**src/hdl/lva_pkg.sv**
```systemverilog
// Shared types and codes for the LRU voice allocator.
`timescale 1ns / 1ps
package lva_pkg;

  typedef enum logic [1:0] {
    OP_NOTE_ON  = 2'd0,
    OP_NOTE_OFF = 2'd1,
    OP_SILENCE  = 2'd2,
    OP_ACK      = 2'd3
  } opcode_t;

  typedef struct packed {
    opcode_t    opcode;
    logic [3:0] channel;
    logic [6:0] note_number;
    logic [6:0] note_velocity;
    logic [3:0] ack_voice;
  } in_t;

  typedef struct packed {
    logic        accepted;
    logic [3:0]  voice_chosen;
    logic        stolen;
    logic [15:0] released_mask;
  } out_t;

  // one voice record as kept in the voice RAM
  typedef struct packed {
    logic [3:0]  channel;
    logic [6:0]  note;
    logic [31:0] age_stamp;
  } voice_rec_t;

endpackage

```
**src/hdl/lva_voice_ram.sv**
```systemverilog
// Voice record RAM: one write port, one registered read port.
`timescale 1ns / 1ps
module lva_voice_ram #(
  parameter int DEPTH = 16,
  parameter int AW    = 4
) (
  input  logic               clk,
  input  logic               we,
  input  logic [AW-1:0]      waddr,
  input  lva_pkg::voice_rec_t wdata,
  input  logic               re,
  input  logic [AW-1:0]      raddr,
  output lva_pkg::voice_rec_t rdata
);
  import lva_pkg::*;

  voice_rec_t mem [DEPTH];
  voice_rec_t rdata_r;

  always_ff @(posedge clk) begin
    if (we) begin
      mem[waddr] <= wdata;
    end
    if (re) begin
      rdata_r <= mem[raddr];
    end
  end

  assign rdata = rdata_r;

endmodule

```
**src/hdl/lru_voice_allocator.sv**
```systemverilog
// Top level of the LRU voice allocator: sequencer, voice flags and age compare.
`timescale 1ns / 1ps
// Voice allocator for VOICES synth voices.
// Input: a command is transferred on a rising edge with start high and busy low;
// busy stays high until the command is done. Result: out_valid is high for one
// cycle with out_data; the receiver cannot stall, so it must take it then.
// Config: cfg_we writes cfg_wdata into the channel active mask; write it
// only while busy is low and no result is pending.
// Timing: note on and note off on an active channel walk the voice RAM one
// voice per cycle through a single signed age comparator and match compare,
// and the result strobe comes in the same cycle as busy falls. Silence all,
// acknowledge and events on an inactive channel skip the walk and go
// straight to the apply state. A new command may be started in the cycle of
// the result strobe.
// Reset: all voice flags clear, every voice reads as never used, the use
// counter and the channel mask are zero; the RAM needs no clearing since an
// unassigned voice never uses its RAM record.
module lru_voice_allocator #(
  parameter int VOICES = 16
) (
  input  logic          clk,
  input  logic          rst_n,
  input  logic          start,
  output logic          busy,
  input  lva_pkg::in_t  in_data,
  output logic          out_valid,
  output lva_pkg::out_t out_data,
  input  logic          cfg_we,
  input  logic [15:0]   cfg_wdata
);
  import lva_pkg::*;

  localparam int IW = (VOICES > 1) ? $clog2(VOICES) : 1;
  localparam int CW = $clog2(VOICES + 1);

  typedef enum logic [1:0] {
    ST_IDLE,
    ST_SCAN,
    ST_APPLY
  } state_t;

  state_t            state_r, state_nxt;
  in_t               in_r, in_nxt;
  logic [15:0]       cfg_mask_r, cfg_mask_nxt;
  logic [CW-1:0]     cnt_r, cnt_nxt;
  logic              any_free_r, any_free_nxt;
  logic              best_vld_r, best_vld_nxt;
  logic [IW-1:0]     best_idx_r, best_idx_nxt;
  logic [31:0]       best_age_r, best_age_nxt;
  logic [VOICES-1:0] rel_v_r, rel_v_nxt;
  logic [VOICES-1:0] on_r, on_nxt;
  logic [VOICES-1:0] changed_r, changed_nxt;
  logic [VOICES-1:0] needs_clear_r, needs_clear_nxt;
  logic [VOICES-1:0] assigned_r, assigned_nxt;
  logic [31:0]       use_cnt_r, use_cnt_nxt;
  logic              out_valid_r, out_valid_nxt;
  out_t              out_data_r, out_data_nxt;

  logic              ram_we, ram_re;
  logic [IW-1:0]     ram_raddr;
  voice_rec_t        ram_wdata, ram_rdata;

  lva_voice_ram #(
    .DEPTH(VOICES),
    .AW   (IW)
  ) u_ram (
    .clk  (clk),
    .we   (ram_we),
    .waddr(best_idx_r),
    .wdata(ram_wdata),
    .re   (ram_re),
    .raddr(ram_raddr),
    .rdata(ram_rdata)
  );

  assign ram_raddr = cnt_r[IW-1:0];

  always_comb begin
    logic          active;
    logic [IW-1:0] pidx;
    logic          cand;
    logic [31:0]   age;
    logic [63:0]   rel_wide;
    logic [31:0]   chosen_wide;
    logic [CW-1:0] pidx_c;

    state_nxt       = state_r;
    in_nxt          = in_r;
    cfg_mask_nxt    = cfg_mask_r;
    cnt_nxt         = cnt_r;
    any_free_nxt    = any_free_r;
    best_vld_nxt    = best_vld_r;
    best_idx_nxt    = best_idx_r;
    best_age_nxt    = best_age_r;
    rel_v_nxt       = rel_v_r;
    on_nxt          = on_r;
    changed_nxt     = changed_r;
    needs_clear_nxt = needs_clear_r;
    assigned_nxt    = assigned_r;
    use_cnt_nxt     = use_cnt_r;
    out_valid_nxt   = 1'b0;
    out_data_nxt    = out_data_r;
    ram_we          = 1'b0;
    ram_re          = 1'b0;
    ram_wdata       = '{channel: in_r.channel, note: in_r.note_number, age_stamp: use_cnt_r};
    active          = cfg_mask_r[in_r.channel];
    pidx_c          = cnt_r - CW'(1);
    pidx            = pidx_c[IW-1:0];
    cand            = 1'b0;
    age             = '1;
    rel_wide        = '0;
    chosen_wide     = 32'(best_idx_r);

    if (cfg_we) begin
      cfg_mask_nxt = cfg_wdata;
    end

    case (state_r)
      ST_IDLE: begin
        if (start) begin
          in_nxt       = in_data;
          cnt_nxt      = '0;
          best_vld_nxt = 1'b0;
          rel_v_nxt    = '0;
          any_free_nxt = |(~on_r & ~changed_r);
          if (((in_data.opcode == OP_NOTE_ON) || (in_data.opcode == OP_NOTE_OFF)) &&
              cfg_mask_r[in_data.channel]) begin
            state_nxt = ST_SCAN;
          end else begin
            state_nxt = ST_APPLY;
          end
        end
      end

      ST_SCAN: begin
        ram_re = (32'(cnt_r) < VOICES);
        // RAM data arrives in the cycle after its address: handle the previous voice
        if (cnt_r != '0) begin
          if (in_r.opcode == OP_NOTE_ON) begin
            cand = !any_free_r || (!on_r[pidx] && !changed_r[pidx]);
            age  = assigned_r[pidx] ? ram_rdata.age_stamp : '1;
            if (cand && (!best_vld_r || ($signed(age) < $signed(best_age_r)))) begin
              best_vld_nxt = 1'b1;
              best_idx_nxt = pidx;
              best_age_nxt = age;
            end
          end else if (assigned_r[pidx] && (ram_rdata.channel == in_r.channel) &&
                       (ram_rdata.note == in_r.note_number)) begin
            rel_v_nxt[pidx]   = on_r[pidx];
            changed_nxt[pidx] = 1'b1;
            on_nxt[pidx]      = 1'b0;
          end
        end
        if (32'(cnt_r) == VOICES) begin
          state_nxt = ST_APPLY;
        end else begin
          cnt_nxt = cnt_r + CW'(1);
        end
      end

      ST_APPLY: begin
        out_valid_nxt = 1'b1;
        out_data_nxt  = '0;
        state_nxt     = ST_IDLE;
        case (in_r.opcode)
          OP_NOTE_ON: begin
            if (active) begin
              ram_we                      = 1'b1;
              use_cnt_nxt                 = use_cnt_r + 32'd1;
              needs_clear_nxt[best_idx_r] = !any_free_r;
              changed_nxt[best_idx_r]     = 1'b1;
              on_nxt[best_idx_r]          = 1'b1;
              assigned_nxt[best_idx_r]    = 1'b1;
              out_data_nxt.accepted       = 1'b1;
              out_data_nxt.voice_chosen   = chosen_wide[3:0];
              out_data_nxt.stolen         = !any_free_r;
            end
          end
          OP_NOTE_OFF: begin
            if (active) begin
              rel_wide                   = 64'(rel_v_r);
              out_data_nxt.accepted      = 1'b1;
              out_data_nxt.released_mask = rel_wide[15:0];
            end
          end
          OP_SILENCE: begin
            rel_wide                   = 64'(on_r);
            out_data_nxt.accepted      = 1'b1;
            out_data_nxt.released_mask = rel_wide[15:0];
            on_nxt                     = '0;
            needs_clear_nxt            = '1;
            changed_nxt                = '1;
          end
          default: begin
            if (32'(in_r.ack_voice) < VOICES) begin
              out_data_nxt.accepted = 1'b1;
              for (int i = 0; i < VOICES; i++) begin
                if (32'(in_r.ack_voice) == i) begin
                  changed_nxt[i] = 1'b0;
                end
              end
            end
          end
        endcase
      end

      default: begin
        state_nxt = ST_IDLE;
      end
    endcase
  end

  always_ff @(posedge clk) begin
    if (!rst_n) begin
      state_r       <= ST_IDLE;
      cfg_mask_r    <= '0;
      on_r          <= '0;
      changed_r     <= '0;
      needs_clear_r <= '0;
      assigned_r    <= '0;
      use_cnt_r     <= '0;
      out_valid_r   <= 1'b0;
    end else begin
      state_r       <= state_nxt;
      cfg_mask_r    <= cfg_mask_nxt;
      on_r          <= on_nxt;
      changed_r     <= changed_nxt;
      needs_clear_r <= needs_clear_nxt;
      assigned_r    <= assigned_nxt;
      use_cnt_r     <= use_cnt_nxt;
      out_valid_r   <= out_valid_nxt;
    end
    in_r       <= in_nxt;
    cnt_r      <= cnt_nxt;
    any_free_r <= any_free_nxt;
    best_vld_r <= best_vld_nxt;
    best_idx_r <= best_idx_nxt;
    best_age_r <= best_age_nxt;
    rel_v_r    <= rel_v_nxt;
    out_data_r <= out_data_nxt;
  end

  assign busy      = (state_r != ST_IDLE);
  assign out_valid = out_valid_r;
  assign out_data  = out_data_r;

endmodule

```
**config.mk**
```make
export PLATFORM = sky130hd
export DESIGN_NAME = lru_voice_allocator
export DESIGN_NICKNAME = d
export VERILOG_FILES = /design/src/hdl/lva_pkg.sv /design/src/hdl/lva_voice_ram.sv /design/src/hdl/lru_voice_allocator.sv
export SDC_FILE = /design/constraint.sdc
export NUM_CORES = 1
export LEC_CHECK = 0
export ABC_AREA = 1
export BUFFER_PORTS_ARGS = -buffer_cell sky130_fd_sc_hd__buf_2
export CORE_UTILIZATION = 45
export CTS_BUF_LIST = sky130_fd_sc_hd__clkbuf_4 sky130_fd_sc_hd__clkbuf_8
export CTS_CLUSTER_DIAMETER = 50
export DETAILED_ROUTE_END_ITERATION = 10
export SLEW_MARGIN = 40
export SYNTH_ARGS = -nofsm -noshare
export SYNTH_HDL_FRONTEND = slang
export SYNTH_HIERARCHICAL = 1
export SYNTH_SLANG_ARGS = --single-unit
```
**constraint.sdc**
```tcl
create_clock -name clk -period 6.85 [get_ports clk]
set_clock_uncertainty 0.2 [all_clocks]
set_input_delay 0.3425 -clock clk [delete_from_list [all_inputs] [get_ports clk]]
set_output_delay 0.3425 -clock clk [all_outputs]
set_load 0.02 [all_outputs]
```
-- Word level (Yosys, flattened, before mapping)
Memories as Yosys holds them, arrays and structs flattened. A register that Yosys moved wholly into a read port is not among the register bits.
Cells that the tools add are included.
- flip-flop bits (word level): 197
- output and inout port bits: 24
- bits in writable memories: 688
- word-level logic and storage cells: 227
- input port bits: 44
- memories: 1
- memory list (name ; words ; width ; rd ports ; clocked after memory_dff ; wr ports ; RTL line ; text):
    u_ram.mem ; 16 ; 43 ; 1 ; 1 ; 1 ; lva_voice_ram.sv:17 ; voice_rec_t mem [DEPTH];
- reductions and logical operators: 48
- $lt $le $gt $ge: 8
- $add $sub $neg: 3
- multiplexer cells: 72
- bitwise operators: 9
- equal/unequal tests: 50
- operators by type and width (cell ; number):
    $mux 16 ; 13
    $pmux 16 s2 ; 5
    $reduce_and 7->1 ; 16
    $ne 4x4->1 const B ; 16
    $or 16x16->16 ; 4
    $not 16->16 ; 3
    $pmux 16 s3 ; 1
    $mux 1 ; 34
    $add 32x1->32 const B ; 1
    $and 16x16->16 ; 2
    $eq 4x4->1 const B ; 8
    $lt 32x32->1 ; 1
    $mux 32 ; 1
    $bmux 1 s4 ; 5
    $lt 4x5->1 const B ; 4
    $ne 2x2->1 const B ; 9
    $bwmux 16 ; 1
    $eq 4x3->1 const B ; 4
    $reduce_or 16->1 ; 1
    $mux 5 ; 2
    $pmux 5 s2 ; 1
    $reduce_and 5->1 ; 2
    $demux 1 s4 ; 2
    $eq 4x2->1 const B ; 2
    other kinds (26) ; 52

-- Logic depth before layout (Yosys ltp)
- depth after elaboration: 11
- gate-level depth with buffers: 28
- gate-level depth less buffers: 25

-- By module
The synthesis kept the hierarchy.
- modules (own cells, without submodules) (module ; sequential area each (um^2) ; times used ; cells an instance ; area an instance (um^2)):
    lva_voice_ram ; 21951.1 ; 1 ; 2838 ; 30691.9
    lru_voice_allocator ; 4924.7 ; 1 ; 1356 ; 10923.0

-- Least setup slack after synthesis
OpenSTA, ideal clock, no wires.
- path kind: register -> register
- from: register cnt_r[0]
- to: register best_age_r[0] (enable)
- setup time: 0.429 ns
- arrival time: 5.061 ns
- data required time: 6.221 ns
- stages on the path, launching flop included: 24
- path buffers: 4
- clock period less this slack: 5.690 ns
- slack: 1.160 ns
- path through: edfxtp_1 inv_2 buf_4 clkbuf_1 ha_1 clkbuf_1 nand3_1 nand2_1 nand2_1 nand2_1 nand2_2 nand2_2 clkbuf_1 or2_2 ha_1 nand4_1 nor3_1 nor4b_1 nand2_1 nand2_1 nand2_1 nand3_1 nand2_1 nor2_1
- cells in the longest elaborated chain, start to end: 8
- elaborated cells on any way between the ends: 17
- classes of those cells: 1 x add/sub; 1 x order compare; 7 x mux; 8 x reduce/logical
- RTL lines (what ; RTL line ; text):
    start: declaration ; lru_voice_allocator.sv:45 ; logic [CW-1:0] cnt_r, cnt_nxt;
    start signal: assignment ; lru_voice_allocator.sv:234 ; cnt_r <= cnt_nxt;
    $sub 4x1->4 ; lru_voice_allocator.sv:107 ; pidx_c = cnt_r - CW'(1);
    $bmux 1 s4 (on tied branches) ; lru_voice_allocator.sv:141, lru_voice_allocator.sv:140 ;
    $mux 1 (on tied branches) ; lru_voice_allocator.sv:141, lru_voice_allocator.sv:140 ;
    $mux 32 or $logic_not 1->1 (tied branches) ; lru_voice_allocator.sv:141, lru_voice_allocator.sv:140 ;
    $lt 32x32->1 or $logic_and 1x1->1 (tied branches) ; lru_voice_allocator.sv:142, lru_voice_allocator.sv:140 ;
    $logic_or 1x1->1 (on tied branches) ; lru_voice_allocator.sv:142, lru_voice_allocator.sv:140 ;
    $logic_and 1x1->1 ; lru_voice_allocator.sv:142 ; if (cand && (!best_vld_r || ($signed(age) < $signed(best_age_r)))) begin
    $reduce_and 4->1 (no source line) (*) ; - ;
    end signal: assignment ; lru_voice_allocator.sv:238 ; best_age_r <= best_age_nxt;
    end: declaration ; lru_voice_allocator.sv:49 ; logic [31:0] best_age_r, best_age_nxt;
Mark *: on every way between the ends. The rest lies on a longest branch, timed or not. The select of a mux whose other input is x is not followed.
A chain may end at the register's enable or synchronous reset.

-- Worst setup path in the final report
- from: register cnt_r[0]
- to: register best_age_r[11] (enable)
The elaborated chain is that of the path after synthesis.

==> qor.yml <==
finalSetupTns_ns: 0
drv_slew: 0
clock_latency_ns: 0.84
fin_util: 0.514
relSlewSlack: 0.438
worst_pin_slew_ns: 0.835
endpoint_kind: "register"
initial_core_util: 0.454
antenna_found_initial: 2
numCtsBuffers: 158
path_max_fanout: 32
cts_root_buf: "clkbuf_8"
syn_nets: 4278
layout_commonest_cell: "nand2_1"
leakage_nw: 19.6
max_freq_mhz: 178
dr.pass1.iters: 6
drt_iter0_drc: 2451
ys_ff_latch: 928
ys.flop_type: "edfxtp_1"
synth-seq-area-share: 0.646
powerDensity_mw_per_mm2: 264
final-hold-violation-count: 0
finalWorstSetupSlack_ns: 1.24
period_needed_ns: 5.61
grt_pass1_wl_mm: 163
post_cts_resized: 0
ant_nets: 0
r2r_start: "cnt_r[0]"
fin_cells: 5671
setup_viol: 0
pwr-share-seq: 0.504
clkTransAtPathRegs_ns: 0.06
hold_path_class: "input pin to register"
numPortBuffers: 60
total_power_mw: 12.5
wl_per_cell_um: 18.5
crit_start: "cnt_r[0]"
post-route-drc-count: 0
criticalPathCategory: "register to register"
ys_types: 53
ys_top_cells_by_area: "edfxtp_1, nand2_1, nand3_1, inv_1, dfxtp_1"
die_h_um: 306
cts_hold_buf: 76
nNetsFinal: 4441
intPower_mw: 9.25
fill_cells: 8152
timing.hold.ws_ns: 0.105
r2r-end: "best_age_r[11]"
die_area_sq_mm: 0.0937
critPathArrivalTime_ns: 5.86
yosysWarnings: 6
tritoncts: "yes"
syn_area_sq_mm: 0.0416
detailed_place_hpwl_mm: 57.2
status: "finished clean"
cts_sinks: 928
dieWidth_um: 306
num_vias: 29300
area_growth_pct: 13.3
core_area_sq_mm: 0.0917
grt_overflow: 0
rsz0062_at_grt: "no"
synth_edf_count: 829
place_inst: 5306
r2r_setup_slack_ns: 1.24
comb_power_share: 0.104
grtUsageTotal: 0.227
clockBufferDepth: 3
worstPathRequired_ns: 7.10
grt_pass1_vias: 28400
fin_crit_sh: 0.818
switching_share: 0.258
worst_r2r_path_depth: 21
viasPerCell: 5.16
clkPwrFrac: 0.393
synth_cells: 4194
mostFrequentLayoutCells: "nand2_1, edfxtp_1, inv_1"
syn_avg_cell_area_sq_um: 9.92
cts_setup_buffers: 0
detail_route.wirelength_mm: 105
setup.worst_path.end: "best_age_r[11]"
yosysTopAreaCellShare: 0.598
max_cap_violations: 0
cts.htree.levels: 4
placementRows: 111
synth_top_area_cell: "edfxtp_1"
gp_congestion: 0.859
io_pins: 68
drive_gt1_frac: 0.106
start_kind: "register"
net-switching-power_mw: 3.21
dpl_cell_area_sq_mm: 0.0432
place_ws_ns: 1.21
synthArstFlopShare: 0
grt_max_degree: 166
fin_area_sq_mm: 0.0471
peakVddDrop_v: 0.000169
==> how the worst min path moves through the flow <==
| stage | end | cells past startpoint | slack (ns) | start |
|---|---|---|---|---|
| 6_report | in_r[23] | 2 | 0.10 | in_data[23] |
| 5_1_grt | in_r[23] | 2 | 0.08 | in_data[23] |
| 4_1_cts | in_r[23] | 2 | 0.008 | in_data[23] |
| 3_5_place_dp | assigned_r[12] | 1 | 0.25 | assigned_r[12] |
| 3_3_place_gp | assigned_r[1] | 1 | 0.25 | assigned_r[1] |
| 2_1_floorplan | assigned_r[15] | 2 | 0.23 | assigned_r[15] |
==> flip-flops by register name (all words and copies together), names as in the netlist <==
register,count
u_ram/mem,688
assigned_r,16
cnt_r,5
use_cnt_r,32
out_data,22
best_idx_r,4
state_r,2
out_valid,1
any_free_r,1
in_r,17
on_r,16
u_ram/rdata,43
rel_v_r,16
changed_r,16
best_vld_r,1
cfg_mask_r,16
best_age_r,32
==> worst max-delay path, cell delays in order, from the launching register on <==
cell and delay [ns]:
edfxtp_1 0.39, inv_2 0.34, ha_1 0.49, inv_1 0.41, nand3_1 0.19, nand2_1 0.09, nand2_1 0.06, nand2_1 0.06
nand2_2 0.09, nand2_2 0.32, or2_2 0.44, ha_1 0.35, nand4_1 0.14, nor3_1 0.22, nor4b_1 0.29, nand2_1 0.12
nand2_1 0.08, nand2_1 0.05, nand3_1 0.14, nand2_1 0.13, nor2_4 0.17, buf_4 0.42
==> power by group through the flow <==
| stage | sequential [mW] | combinational (mW) | clock, mW |
|---|---|---|---|
| 2_1_floorplan | 6.38 | 0.887 | 0 |
| 3_3_place_gp | 6.39 | 1.23 | 0 |
| 3_5_place_dp | 6.39 | 1.24 | 0 |
| 4_1_cts | 6.27 | 1.29 | 5.00 |
| 5_1_grt | 6.28 | 1.44 | 5.24 |
| 6_report | 6.27 | 1.29 | 4.90 |
==> cell type report <==
type	instances	area, sq um	share of cell area
Antenna cell	3	7.51	0.000159
Clock buffer	222	2710	0.0574
Clock inverter	63	402	0.00852
Inverter	705	2670	0.0566
Multi-Input combinational cell	2364	11300	0.239
Sequential cell	928	26900	0.570
Tap cell	1186	1480	0.0315
Timing Repair Buffer	200	1730	0.0366
==> metal layers <==
layer | up-vias | global-route usage | part of all wire
li1 | 14200 | - | -
met1 | 14000 | 0.305 | 0.44
met2 | 957 | 0.372 | 0.47
met3 | 173 | 0.0404 | 0.065
met4 | 0 | 0.0784 | 0.023
met5 | - | 0 | 0
==> cells by family after synthesis <==
logic type	count (synthesis)	share of synthesized area
compound gates	361	0.0491
xor+xnor	14	0.00313
fa+ha+maj	40	0.0120
buf+inv	902	0.0868
flops	928	0.646
simple gates	1949	0.203
==> synth_stat cells (all sizes together) (20+ instances only) <==
cell    count
a21oi     143
buf       133
clkbuf     64
dfxtp      99
edfxtp    829
ha         40
inv       699
nand2    1109
nand3     568
nor2      154
nor3       44
o211ai     20
o21ai     120
or2        34
No activity file was read; power rests on OpenSTA's default activity.
